**config.mk**
```make
export PLATFORM = sky130hd
export DESIGN_NAME = dial_string_validator_core
export DESIGN_NICKNAME = d
export VERILOG_FILES = /design/src/design/dsv_pkg.sv /design/src/design/dsv_classify.sv /design/src/design/dsv_tracker.sv /design/src/design/dial_string_validator_core.sv
export SDC_FILE = /design/constraint.sdc
export NUM_CORES = 1
export LEC_CHECK = 0
export ABC_AREA = 1
export BUFFER_PORTS_ARGS = -buffer_cell sky130_fd_sc_hd__buf_2
export CAP_MARGIN = 20
export CORE_MARGIN = 4
export CORE_UTILIZATION = 35
export DETAILED_ROUTE_END_ITERATION = 8
export PLACE_DENSITY = 0.61
export SKIP_LAST_GASP = 1
export SYNTH_ARGS = -nofsm -noshare
export SYNTH_HDL_FRONTEND = slang
export SYNTH_SLANG_ARGS = --single-unit
```
**constraint.sdc**
```tcl
create_clock -name clk -period 2.15 [get_ports clk]
set_input_delay 0.1075 -clock clk [delete_from_list [all_inputs] [get_ports clk]]
set_output_delay 0.1075 -clock clk [all_outputs]
set_load 0.005 [all_outputs]
```
**src/design/dsv_pkg.sv**
```systemverilog
// shared types, codes and constants for the dial string validator
`default_nettype none

package dsv_pkg;

  // string length limit and counter sizing
  localparam int MAX_LEN = 99;
  localparam int CNT_W = 7;
  localparam logic [CNT_W-1:0] CNT_SAT = {CNT_W{1'b1}};

  // widths of fixed fields
  localparam int SYM_W = 8;
  localparam int POS_W = 8;
  localparam int CFG_IDX_W = 8;
  localparam int CFG_DATA_W = 8;

  // item kinds
  localparam logic KIND_CHAR = 1'b0;
  localparam logic KIND_END = 1'b1;

  // grade codes
  localparam logic [1:0] GRADE_FATAL = 2'd0;
  localparam logic [1:0] GRADE_INVALID = 2'd1;
  localparam logic [1:0] GRADE_TOLERABLE = 2'd2;
  localparam logic [1:0] GRADE_VALID = 2'd3;

  // no dialable symbol seen
  localparam logic signed [POS_W-1:0] POS_NONE = -8'sd2;

  // calling tone setting that forbids the caret
  localparam logic [2:0] CARET_REJECT_MODE = 3'd2;

  // configuration register indexes
  localparam logic [CFG_IDX_W-1:0] CFG_ABCD_REJECT = 8'd0;
  localparam logic [CFG_IDX_W-1:0] CFG_MODE_SWITCH_REJECT = 8'd1;
  localparam logic [CFG_IDX_W-1:0] CFG_CALLING_TONE_MODE = 8'd2;
  localparam logic [CFG_IDX_W-1:0] CFG_LENIENT_VALIDATION = 8'd3;

  // dialing mode chosen by the first character
  typedef enum logic [1:0] {
    PFX_WAIT  = 2'd0,
    PFX_TONE  = 2'd1,
    PFX_PULSE = 2'd2,
    PFX_NONE  = 2'd3
  } prefix_t;

  // character classes
  typedef enum logic [2:0] {
    CLS_DIAL  = 3'd0,
    CLS_PAUSE = 3'd1,
    CLS_ABCD  = 3'd2,
    CLS_TONE  = 3'd3,
    CLS_PULSE = 3'd4,
    CLS_CARET = 3'd5,
    CLS_SEMI  = 3'd6,
    CLS_OTHER = 3'd7
  } cls_t;

  // configuration bundle
  typedef struct packed {
    logic       abcd_reject;
    logic       mode_switch_reject;
    logic [2:0] calling_tone_mode;
    logic       lenient_validation;
  } cfg_t;

  // result bundle
  typedef struct packed {
    logic [1:0]              grade;
    logic                    rejected;
    logic signed [POS_W-1:0] last_pos;
  } res_t;

endpackage

`default_nettype wire

```
**src/design/dsv_classify.sv**
```systemverilog
// character classifier for dial string symbols
`default_nettype none

module dsv_classify (
  input  wire logic [dsv_pkg::SYM_W-1:0] symbol,
  output dsv_pkg::cls_t                  cls
);

  // byte to class lookup
  always_comb begin
    case (symbol)
      8'h30, 8'h31, 8'h32, 8'h33, 8'h34,
      8'h35, 8'h36, 8'h37, 8'h38, 8'h39,
      8'h2A, 8'h23, 8'h21:                       cls = dsv_pkg::CLS_DIAL;
      8'h20, 8'h24, 8'h28, 8'h29, 8'h2C,
      8'h2D, 8'h40, 8'h57, 8'h77:                cls = dsv_pkg::CLS_PAUSE;
      8'h41, 8'h42, 8'h43, 8'h44,
      8'h61, 8'h62, 8'h63, 8'h64:                cls = dsv_pkg::CLS_ABCD;
      8'h54, 8'h74:                              cls = dsv_pkg::CLS_TONE;
      8'h50, 8'h70:                              cls = dsv_pkg::CLS_PULSE;
      8'h5E:                                     cls = dsv_pkg::CLS_CARET;
      8'h3B:                                     cls = dsv_pkg::CLS_SEMI;
      default:                                   cls = dsv_pkg::CLS_OTHER;
    endcase
  end

endmodule

`default_nettype wire

```
**src/design/dsv_tracker.sv**
```systemverilog
// per-string state: mode, count, running grade, last dialable, pending semicolon
`default_nettype none

module dsv_tracker (
  input  wire logic                      clk,
  input  wire logic                      rst_n,
  input  wire logic                      fire,
  input  wire logic                      kind,
  input  wire logic [dsv_pkg::SYM_W-1:0] symbol,
  input  wire dsv_pkg::cfg_t             cfg,
  output dsv_pkg::res_t                  res
);

  dsv_pkg::prefix_t                    mode_r, mode_nxt;
  logic [dsv_pkg::CNT_W-1:0]           cnt_r, cnt_nxt;
  logic [1:0]                          grade_r, grade_nxt;
  logic signed [dsv_pkg::POS_W-1:0]    last_r, last_nxt;
  logic                                semi_r, semi_nxt;
  dsv_pkg::cls_t                       cls;
  logic                                illegal;
  logic                                dialable;
  logic [1:0]                          floor_grade;

  dsv_classify u_cls (
    .symbol (symbol),
    .cls    (cls)
  );

  // legality of one character after the mode letter
  always_comb begin
    illegal  = semi_r;
    dialable = 1'b0;
    case (cls)
      dsv_pkg::CLS_DIAL:  dialable = 1'b1;
      dsv_pkg::CLS_PAUSE: ;
      dsv_pkg::CLS_ABCD: begin
        if (cfg.abcd_reject) illegal = 1'b1;
        else dialable = 1'b1;
      end
      dsv_pkg::CLS_TONE:
        if (mode_r != dsv_pkg::PFX_TONE && cfg.mode_switch_reject) illegal = 1'b1;
      dsv_pkg::CLS_PULSE:
        if (mode_r == dsv_pkg::PFX_TONE && cfg.mode_switch_reject) illegal = 1'b1;
      dsv_pkg::CLS_CARET:
        if (cfg.calling_tone_mode == dsv_pkg::CARET_REJECT_MODE) illegal = 1'b1;
      dsv_pkg::CLS_SEMI:  ;
      default:            illegal = 1'b1;
    endcase
  end

  assign floor_grade = cfg.lenient_validation ? dsv_pkg::GRADE_TOLERABLE
                                              : dsv_pkg::GRADE_INVALID;

  // next state
  always_comb begin
    mode_nxt  = mode_r;
    cnt_nxt   = cnt_r;
    grade_nxt = grade_r;
    last_nxt  = last_r;
    semi_nxt  = semi_r;
    if (fire) begin
      if (kind == dsv_pkg::KIND_END) begin
        mode_nxt  = dsv_pkg::PFX_WAIT;
        cnt_nxt   = '0;
        grade_nxt = dsv_pkg::GRADE_VALID;
        last_nxt  = dsv_pkg::POS_NONE;
        semi_nxt  = 1'b0;
      end else begin
        if (cnt_r != dsv_pkg::CNT_SAT) cnt_nxt = cnt_r + 1'b1;
        if (mode_r == dsv_pkg::PFX_WAIT) begin
          if (cls == dsv_pkg::CLS_TONE) mode_nxt = dsv_pkg::PFX_TONE;
          else if (cls == dsv_pkg::CLS_PULSE) mode_nxt = dsv_pkg::PFX_PULSE;
          else mode_nxt = dsv_pkg::PFX_NONE;
        end else if (mode_r != dsv_pkg::PFX_NONE) begin
          semi_nxt = (cls == dsv_pkg::CLS_SEMI);
          if (illegal && grade_r > floor_grade) grade_nxt = floor_grade;
          if (dialable) last_nxt = {1'b0, cnt_r};
        end
      end
    end
  end

  // state registers
  always_ff @(posedge clk) begin
    if (!rst_n) begin
      mode_r  <= dsv_pkg::PFX_WAIT;
      cnt_r   <= '0;
      grade_r <= dsv_pkg::GRADE_VALID;
      last_r  <= dsv_pkg::POS_NONE;
      semi_r  <= 1'b0;
    end else begin
      mode_r  <= mode_nxt;
      cnt_r   <= cnt_nxt;
      grade_r <= grade_nxt;
      last_r  <= last_nxt;
      semi_r  <= semi_nxt;
    end
  end

  // end-of-string result from the current state
  always_comb begin
    res.last_pos = dsv_pkg::POS_NONE;
    if (cnt_r > dsv_pkg::CNT_W'(dsv_pkg::MAX_LEN)) begin
      res.grade = dsv_pkg::GRADE_FATAL;
    end else if (mode_r == dsv_pkg::PFX_WAIT) begin
      res.grade = dsv_pkg::GRADE_VALID;
    end else if (mode_r == dsv_pkg::PFX_NONE) begin
      res.grade = dsv_pkg::GRADE_INVALID;
    end else begin
      res.grade    = grade_r;
      res.last_pos = last_r;
    end
    res.rejected = (res.grade == dsv_pkg::GRADE_FATAL) ||
                   (res.grade == dsv_pkg::GRADE_INVALID);
  end

endmodule

`default_nettype wire

```
**src/design/dial_string_validator_core.sv**
```systemverilog
// top level of the dial string validator: input register, config, result register
//
//  channel | ports                                              | dir
//  --------+----------------------------------------------------+-----
//  in      | in_valid in_ready in_kind in_symbol                | in
//  out     | out_valid out_ready out_grade out_rejected         | out
//          | out_last_dialable_position                         |
//  cfg     | cfg_valid cfg_ready cfg_index cfg_data             | in
//
// one transaction per cycle while the input does not stall; a transaction is held in the input register,
// and an end transaction's result is loaded into the result register as that transaction fires.
// character transactions never wait in the input register; an end transaction waits
// there only while the result register holds a result not yet taken, and the input
// stalls behind it.
// synchronous active-low reset clears all control state and the config registers.
// cfg writes are taken every cycle; indexes above three are dropped.
`default_nettype none

module dial_string_validator_core (
  input  wire logic                             clk,
  input  wire logic                             rst_n,
  input  wire logic                             in_valid,
  output logic                                  in_ready,
  input  wire logic                             in_kind,
  input  wire logic [dsv_pkg::SYM_W-1:0]        in_symbol,
  output logic                                  out_valid,
  input  wire logic                             out_ready,
  output logic [1:0]                            out_grade,
  output logic                                  out_rejected,
  output logic signed [dsv_pkg::POS_W-1:0]      out_last_dialable_position,
  input  wire logic                             cfg_valid,
  output logic                                  cfg_ready,
  input  wire logic [dsv_pkg::CFG_IDX_W-1:0]    cfg_index,
  input  wire logic [dsv_pkg::CFG_DATA_W-1:0]   cfg_data
);

  logic                          in_vld_r;
  logic                          in_kind_r;
  logic [dsv_pkg::SYM_W-1:0]     in_sym_r;
  logic                          fire;
  dsv_pkg::cfg_t                 cfg_r;
  dsv_pkg::res_t                 res;
  logic                          out_vld_r;
  dsv_pkg::res_t                 out_res_r;

  // process the held transaction unless it is an end blocked by a full result register
  assign fire     = in_vld_r && (in_kind_r == dsv_pkg::KIND_CHAR || !out_vld_r || out_ready);
  assign in_ready = !in_vld_r || fire;

  // input register
  always_ff @(posedge clk) begin
    if (!rst_n) begin
      in_vld_r <= 1'b0;
    end else if (in_ready) begin
      in_vld_r <= in_valid;
    end
  end

  always_ff @(posedge clk) begin
    if (in_ready && in_valid) begin
      in_kind_r <= in_kind;
      in_sym_r  <= in_symbol;
    end
  end

  // configuration registers
  assign cfg_ready = 1'b1;

  always_ff @(posedge clk) begin
    if (!rst_n) begin
      cfg_r <= '0;
    end else if (cfg_valid) begin
      case (cfg_index)
        dsv_pkg::CFG_ABCD_REJECT:        cfg_r.abcd_reject        <= cfg_data[0];
        dsv_pkg::CFG_MODE_SWITCH_REJECT: cfg_r.mode_switch_reject <= cfg_data[0];
        dsv_pkg::CFG_CALLING_TONE_MODE:  cfg_r.calling_tone_mode  <= cfg_data[2:0];
        dsv_pkg::CFG_LENIENT_VALIDATION: cfg_r.lenient_validation <= cfg_data[0];
        default: ;
      endcase
    end
  end

  dsv_tracker u_trk (
    .clk    (clk),
    .rst_n  (rst_n),
    .fire   (fire),
    .kind   (in_kind_r),
    .symbol (in_sym_r),
    .cfg    (cfg_r),
    .res    (res)
  );

  // result register
  always_ff @(posedge clk) begin
    if (!rst_n) begin
      out_vld_r <= 1'b0;
    end else if (fire && in_kind_r == dsv_pkg::KIND_END) begin
      out_vld_r <= 1'b1;
    end else if (out_ready) begin
      out_vld_r <= 1'b0;
    end
  end

  always_ff @(posedge clk) begin
    if (fire && in_kind_r == dsv_pkg::KIND_END) begin
      out_res_r <= res;
    end
  end

  assign out_valid                  = out_vld_r;
  assign out_grade                  = out_res_r.grade;
  assign out_rejected               = out_res_r.rejected;
  assign out_last_dialable_position = out_res_r.last_pos;

endmodule

`default_nettype wire

```
==> results of run 1 <==
-- where the power goes --
group,total (uW),switching [uW],internal (uW)
Sequential,1050,20.3,1030
Combinational,243,151,92.4
Clock,591,350,240
Total,1880,521,1360
-- per-layer routing --
metal,GRT usage (%),up-vias
li1,-,1157
met1,13.3,959
met2,21.6,57
met3,2.64,10
met4,5.05,0
met5,0,-
-- timing repair --
item	in CTS	in global routing
endpoints found under the hold margin	9	0
buffers inserted	0	1
hold buffers	9	0
setup endpoints to repair	0	1
-- path summary, 6_finish.rpt --
check | slack, ns | to | cells after the start
worst max register to register | 0.19 | flip-flop | 11
worst max-delay path | 0.19 | flip-flop | 11
worst min register to register | 0.46 | cfg_r[3] | 2
worst min-delay path | 0.06 | cfg_r[2] | 3
-- state kept, by name (all words and copies together), names as in the netlist, named ones only --
| name | cells |
|---|---|
| u_trk.semi_r | 1 |
| u_trk.last_r | 8 |
| in_vld_r | 1 |
| out_valid | 1 |
| in_kind_r | 1 |
| u_trk.mode_r | 2 |
| u_trk.grade_r | 2 |
| out_grade | 2 |
| u_trk.cnt_r | 7 |
| out_rejected | 1 |
| in_sym_r | 8 |
| out_last_dialable_position | 8 |
| cfg_r | 6 |
-- per-stage QoR --
| step | cell area, sq um | std cells |
|---|---|---|
| 5_1_grt | 3070 | 474 |
| 3_5_place_dp | 2880 | 456 |
| 4_1_cts | 3060 | 473 |
| 6_report | 3070 | 474 |
| 3_3_place_gp | 2880 | 456 |
| 2_1_floorplan | 2600 | 324 |
-- synthesized netlist by cell type (all sizes together) --
library cell,number,area (sq um)
a31oi,2,12.5
edfxtp,20,601
inv,52,195
nor3b,1,7.51
nand2,81,339
o21a,1,7.51
a21boi,1,7.51
a21oi,16,80.1
nand3b,2,15.0
ha,10,125
nand3,24,125
o31ai,2,15.0
xor2,1,8.76
nand4,6,52.6
clkbuf,2,7.51
conb,1,3.75
o22ai,7,43.8
o211ai,2,15.0
nor4,2,12.5
or2,7,43.8
buf,3,27.5
dfxtp,31,621
a211oi,1,7.51
nor2,27,101
o211a,1,10.0
o21ai,18,97.6
nor3,3,15.0
-- logic make-up after synthesis --
| family | count (synthesis) | synth area share, % |
|---|---|---|
| simple gates | 153 | 27.4 |
| fa+ha+maj | 10 | 4.82 |
| compound gates | 51 | 11.4 |
| buf+inv | 57 | 8.86 |
| xor+xnor | 1 | 0.337 |
| flops | 51 | 47.0 |
| other cells | 1 | 0.144 |
-- final cells by class --
class	count	share of cell area [%]
Sequential cell	51	39.8
Tap cell	99	4.03
Timing Repair Buffer	48	9.45
Multi-Input combinational cell	216	37.3
Clock inverter	3	0.855
Inverter	52	6.35
Clock buffer	5	2.24
-- critical path: stages, from the launching register on --
cell      delay (ns)
edfxtp_1        0.47
nand4_4         0.20
nand2_4         0.11
nand2_1         0.07
nand2_1         0.10
ha_1            0.22
ha_1            0.30
inv_1           0.04
o21ai_0         0.16
nand3_1         0.09
nand3_1         0.07
nand2_1         0.05
-- layout by cell type, fill, tap and decap left out, types with 2 or more instances in the layout --
master / count
ha_1: 10
edfxtp_1: 20
o21ai_0: 15
inv_6: 2
a31oi_1: 2
o21ai_2: 2
nor3_1: 3
nand4_1: 5
nand3_1: 23
a21oi_1: 16
o22ai_1: 7
dlygate4sd3_1: 9
nand2_1: 73
dfxtp_1: 31
buf_4: 2
inv_1: 52
nand2_4: 3
o211ai_1: 2
clkbuf_8: 5
nor2_1: 27
or2_2: 7
nand3b_1: 2
buf_2: 37
o31ai_1: 2
nand2_2: 5
nor4_1: 2
==> results.cfg, run 1 <==
[final_layout]
seqCellArea_sq_um = 1220
multiInputGateArea_sq_um = 1150
fin_util_pct = 42.6
diodes = 0
finalNetCount = 414
layout-drive-gt1-share_pct = 17.6
area_delta_synth_final_pct = 18.3
n_fill_cell = 751

[yosys]
synth_cells = 324
ys.warnings.count = 0
ys_ff_latch = 51
syn_area_per_cell_sq_um = 8.02
netlist_area_sq_um = 2600
ys_seq_area_share_pct = 47.0
syn-num-nets = 364
synthDistinctLibCells = 35

[routing]
wl_mm = 4.98
wl_met2_mm = 2.46
vias = 2183
firstDrtPassIters = 4
routed_via_density = 4.61
met3_wirelength_um = 219
highest_layer = met4
drc = 0
drt_iter0_drc = 69
wl_per_cell_um = 10.5
drt-met1-wl_mm = 2.22
ant_nets = 0

[worst_setup_path]
crit_required_ns = 2.36
cp_max_fo = 10
path_class = flip-flop to flip-flop
r2r-start = in_kind_r
worstSetupStartpointType = flip-flop
critPathLaunch = in_kind_r
cp.arrival_ns = 2.17
endpoint_kind = flip-flop

[timing]
post-route-min-period_ns = 1.96
setup_slack_ns = 0.189
timing.hold.ws_ns = 0.0632
rsz0062_at_grt = no
period_share_pct = 91.2
setup_viol = 0
maxSlewViolCount = 0
setup_tns_ns = 0
clock.fmax_mhz = 510
fin_skew_ns = 0.00725
hold_viol = 0

[clock_tree]
cts_resized = 0
clk_pin_slew_ns = 0.10
cts_sinks = 51
cts_buffers = 5
clk_latency_ns = 0.31
cts_root_buf = clkbuf_8
htree_levels = 2
clock_path_buffers = 2
cts_tree = built

[grt]
overflow = 0
antenna_found_initial = 0
grt_pass1_wl_mm = 8.54
grt_util_all_layers_pct = 11.9
grt_pass1_vias = 2053
grt_max_degree = 19

[place]
dpl.hpwl_mm = 3.79
port_buffers = 37
gp_congestion = 0.839
pre_cts_ws_ns = 0.146

[die]
ioPinCount = 44
die_w_um = 94.1
die_y_um = 94.1
core-area_sq_um = 7210
fp-row-count = 31
start_util_pct = 36.0
dieArea_sq_um = 8860

[min_path]
hp-class = input port to flip-flop
hold_path.startpoint = cfg_data[1]

[power_and_ir_drop]
power-per-cell-area_nw_per_um2 = 614
p_leak_uw = 0.00135
ir_drop_mv = 0.252
power_uw = 1880

[run_status]
status = complete, no violations

[flow_run]
drv_cap = 0
Power figures use the tool's default switching activity.
==> inputs of run 2 (changes only) <==
--- a/config.mk
+++ b/config.mk
@@ -13,4 +13,5 @@
 export DETAILED_ROUTE_END_ITERATION = 8
 export PLACE_DENSITY = 0.61
+export SKIP_CTS_REPAIR_TIMING = 1
 export SKIP_LAST_GASP = 1
 export SYNTH_ARGS = -nofsm -noshare
==> constraint.sdc (replaced) <==
create_clock -name clk -period 2.15 [get_ports clk]
set_input_delay 0.215 -clock clk [delete_from_list [all_inputs] [get_ports clk]]
set_output_delay 0.215 -clock clk [all_outputs]
set_load 0.005 [all_outputs]
==> run 2 against run 1 <==
Combinational power fell by 6%; first-iteration DRC count shrank 4.3%; total power decreased by 1.2%; worst hold slack improved by 0.013 ns; routed wire length is 1.1% lower; largest power group unchanged; highest routed layer unchanged.
==> results.cfg, run 2 (synthesis results as in run 1) <==
[grt]
grt_busiest_layer = met2
grt_max_degree = 19
antenna_found_initial = 0
use_met3_pct = 2.80
overflow = 0
met2_usage_pct = 20.7
grt_util_all_layers_pct = 11.4
grt_pass1_vias = 2016
grt_pass1_wl_mm = 8.20
met1_usage_pct = 12.7

[place]
port_buffers = 37
gp_congestion = 0.852
dpl.hpwl_mm = 3.88
pre_cts_ws_ns = 0.221
post-place-cells = 457

[power_and_ir_drop]
power_frac_seq_pct = 56.4
power.internal_uw = 1350
pwr-share-comb_pct = 12.3
power_uw = 1860
p_leak_uw = 0.00131
p_sw_share_pct = 27.4
power-per-cell-area_nw_per_um2 = 624
p_switching_uw = 509
clkPwrFrac_pct = 31.3
ir_drop_mv = 0.279

[timing]
maxSlewViolCount = 0
hold_viol = 0
clock.fmax_mhz = 517
setup_slack_ns = 0.216
setup_viol = 0
period_share_pct = 90.0
fin_skew_ns = 0.0138
post-route-min-period_ns = 1.93
setup_tns_ns = 0
rsz0062_at_grt = no

[min_path]
hold_path.startpoint = in_symbol[7]
hp-class = input port to flip-flop
min_path_cells = 1

[clock_tree]
cts_buffers = 5
htree_levels = 2
cts_sinks = 51
clk_pin_slew_ns = 0.10
clock_path_buffers = 2
cts_root_buf = clkbuf_8
cts_tree = built
clk_latency_ns = 0.31

[routing]
firstDrtPassIters = 4
wl_mm = 4.93
routed_via_density = 4.65
wl_per_cell_um = 10.6
vias = 2160
drt_iter0_drc = 66
drc = 0
ant_nets = 0

[flow_run]
drv_cap = 0

[final_layout]
final_common_cell = nand2_1
seqCellArea_sq_um = 1220
fin_util_pct = 41.3
fin_cells = 465
mostFrequentLayoutCells = 73 x nand2_1, 52 x inv_1, 37 x buf_2, 31 x dfxtp_1, 27 x nor2_1
multiInputGateArea_sq_um = 1150
diodes = 0
area_delta_synth_final_pct = 14.8
n_fill_cell = 753
finalNetCount = 405
layout-drive-gt1-share_pct = 18.0

[worst_setup_path]
r2r-start = in_kind_r
path_class = flip-flop to flip-flop
crit_required_ns = 2.36
cp.arrival_ns = 2.15
cp_max_fo = 10
endpoint_kind = flip-flop
critPathLaunch = in_kind_r
worstSetupStartpointType = flip-flop
reg2reg_depth = 11

[die]
core-area_sq_um = 7210
die_y_um = 94.1
dieArea_sq_um = 8860
ioPinCount = 44
start_util_pct = 36.0
die_w_um = 94.1
fp-row-count = 31

[run_status]
status = complete, no violations
==> run 2: cell count changes in the layout (fill, tap and decap cells not counted), sizes merged <==
cell | before | now
dlygate4sd3 | 9 | 0
==> run 2: final timing paths <==
kind | endpoint | slack (ns)
max | flip-flop | 0.22
min | in_sym_r[7] | 0.08
max reg2reg | flip-flop | 0.22
min reg2reg | cfg_r[1] | 0.46
==> run 2: power by group through the flow <==
stage | registers (uW) | clock network, uW | logic [uW]
after floorplan | 1070 | 0 | 168
after CTS | 1050 | 598 | 232
after global placement | 1070 | 0 | 227
after global routing | 1060 | 631 | 265
final | 1050 | 582 | 229
after detailed placement | 1070 | 0 | 231
==> run 2: per-layer routing <==
metal | vias to the layer above | wire, um
li1 | 1140 | -
met1 | 964 | 2230
met2 | 49 | 2410
met3 | 7 | 219
met4 | 0 | 59
met5 | - | 0
==> run 2: layout make-up <==
| class | instances | share of cell area [%] |
|---|---|---|
| sequential | 51 | 41.0 |
| multi-input combinational | 216 | 38.4 |
| timing repair buffer | 39 | 6.71 |
| inverter | 52 | 6.55 |
| tap | 99 | 4.15 |
| clock buffer | 5 | 2.31 |
| clock inverter | 3 | 0.881 |
==> run 2: stage by stage <==
step	hold WS, ns	cell area [sq um]
6_report	0.0765	2980
5_1_grt	0.0780	2980
4_1_cts	0.0738	2980
3_5_place_dp	0.397	2890
3_3_place_gp	0.394	2890
2_1_floorplan	0.314	2600
==> run 2: worst max-delay path: stages, from the launching register on <==
cell and delay (ns):
edfxtp_1 0.44, nand4_4 0.19, nand2_4 0.11, nand2_1 0.07, nand2_1 0.11, ha_1 0.23, ha_1 0.30, inv_1 0.04
o21ai_0 0.15, nand3_1 0.09, nand3_1 0.07, nand2_1 0.05
==> inputs of run 3 (changes only) <==
Settings changed: BUFFER_PORTS_ARGS -buffer_cell sky130_fd_sc_hd__buf_2 to default, DONT_BUFFER_PORTS from default to 1, PLACE_DENSITY 0.61 to 0.56.
==> run 3 against run 2 <==
Count of clock-buffer cells in the layout is the same; clock skew shrank 0.0014 ns; clock power barely moved.
==> results.cfg, run 3 (synthesis results as in run 1) <==
[power_and_ir_drop]
power-per-cell-area_nw_per_um2 = 635
ir_drop_mv = 0.274
p_leak_uw = 0.00122

[clock_tree]
clock_path_buffers = 2
htree_levels = 2
cts_root_buf = clkbuf_8
clk_latency_ns = 0.30
cts_buffers = 5
cts_sinks = 51
cts_tree = built
clk_pin_slew_ns = 0.10

[grt]
grt_util_all_layers_pct = 11.3
antenna_found_initial = 0
grt_pass1_wl_mm = 8.01
grt_max_degree = 19
grt_pass1_vias = 1887
overflow = 0

[timing]
clock.fmax_mhz = 526
hold_viol = 0
fin_skew_ns = 0.0124
setup_viol = 0
post-route-min-period_ns = 1.90
period_share_pct = 88.5
rsz0062_at_grt = no
maxSlewViolCount = 0
setup_tns_ns = 0

[place]
placed_cell_area_sq_um = 2700
port_buffers = 0
dpl.hpwl_mm = 3.71
gp_congestion = 0.773

[worst_setup_path]
r2r_setup_slack_ns = 0.25
critical_path.cell_chain = nand4_4, nand2_4, nand2_1, nand2_1, ha_1, ha_1, inv_1, o21ai_0, nand3_1, nand3_1, nand2_1
slowest_stage = edfxtp_1
path_buf_inv = 1
cp.arrival_ns = 2.10
worstSetupStartpointType = flip-flop
slowest_delay_ns = 0.44
cp_max_fo = 7
crit_required_ns = 2.35
path_delay_family = simple AND/OR/NAND/NOR gates
endpoint_kind = flip-flop
cp_common_cell = nand2_1
path_class = flip-flop to flip-flop

[die]
core-area_sq_um = 7210
die_w_um = 94.1
dieArea_sq_um = 8860
fp-row-count = 31
die_y_um = 94.1
ioPinCount = 44
start_util_pct = 36.0

[routing]
drt_iter0_drc = 60
ant_nets = 0
routed_via_density = 4.61
wl_per_cell_um = 11.1
drc = 0
firstDrtPassIters = 4
vias = 2024
wl_mm = 4.87

[final_layout]
finalNetCount = 379
area_delta_synth_final_pct = 11.8
n_fill_cell = 752
layout-drive-gt1-share_pct = 8.82
final_common_cell = nand2_1
diodes = 0
postLayoutCellArea_sq_um = 2900
mostFrequentLayoutCells = 73 x nand2_1, 52 x inv_1, 31 x dfxtp_1, 27 x nor2_1, 23 x nand3_1

[run_status]
status = complete, no violations

[flow_run]
drv_cap = 0

[min_path]
hp-class = input port to flip-flop
==> run 3: changes by cell type in the layout (fill, tap and decap cells not counted) <==
| cell | change |
|---|---|
| dlygate4sd3_1 | +10 |
| buf_4 | +1 |
| buf_2 | -37 |
==> run 3: worst reg2reg max path: stages, from the launching register on <==
cell	delay (ns)
edfxtp_1	0.44
nand4_4	0.17
nand2_4	0.09
nand2_1	0.08
nand2_1	0.12
ha_1	0.23
ha_1	0.30
inv_1	0.04
o21ai_0	0.14
nand3_1	0.08
nand3_1	0.07
nand2_1	0.05
==> run 3: worst paths after layout <==
kind,depth (start not counted),end,startpoint
setup / recovery,11,flip-flop,in_kind_r
hold / removal,2,cfg_r[2],rst_n
hold reg to reg,2,cfg_r[1],cfg_r[1]
setup reg to reg,11,flip-flop,in_kind_r
==> run 3: cell type report <==
| class | instances | area, sq um | share of cell area, % |
|---|---|---|---|
| Multi-Input combinational cell | 216 | 1150 | 39.5 |
| Timing Repair Buffer | 13 | 123 | 4.22 |
| Sequential cell | 51 | 1220 | 42.1 |
| Tap cell | 99 | 124 | 4.27 |
| Clock inverter | 3 | 26.3 | 0.905 |
| Clock buffer | 5 | 68.8 | 2.37 |
| Inverter | 52 | 195 | 6.72 |
==> run 3: metrics by stage <==
step	hold slack (ns)	total power [uW]	cells	worst slack (ns)	util (%)
after floorplan	0.314	1240	324	0.225	-
after global placement	0.291	1270	420	0.196	37.4
after detailed placement	0.291	1270	420	0.160	37.4
after CTS	-0.0374	1850	428	0.142	38.8
after global routing	0.0205	1940	439	0.0390	40.3
final	0.0325	1840	439	0.248	40.3
==> run 3: where the power goes <==
part | leakage [uW] | internal (uW) | switching (uW)
Sequential | 0.000414 | 1030 | 20.8
Clock | 0.0000491 | 240 | 339
Combinational | 0.000760 | 77.9 | 134
==> run 3: routing by layer <==
metal / vias up / share of wire, % / routed length (um) / GRT usage (%)
met4: 0 / 1.1 / 54 / 3.85
li1: 1086 / - / - / -
met2: 36 / 50 / 2430 / 20.9
met1: 896 / 46 / 2220 / 12.2
met3: 6 / 3.5 / 169 / 3.29
met5: - / 0 / 0 / 0
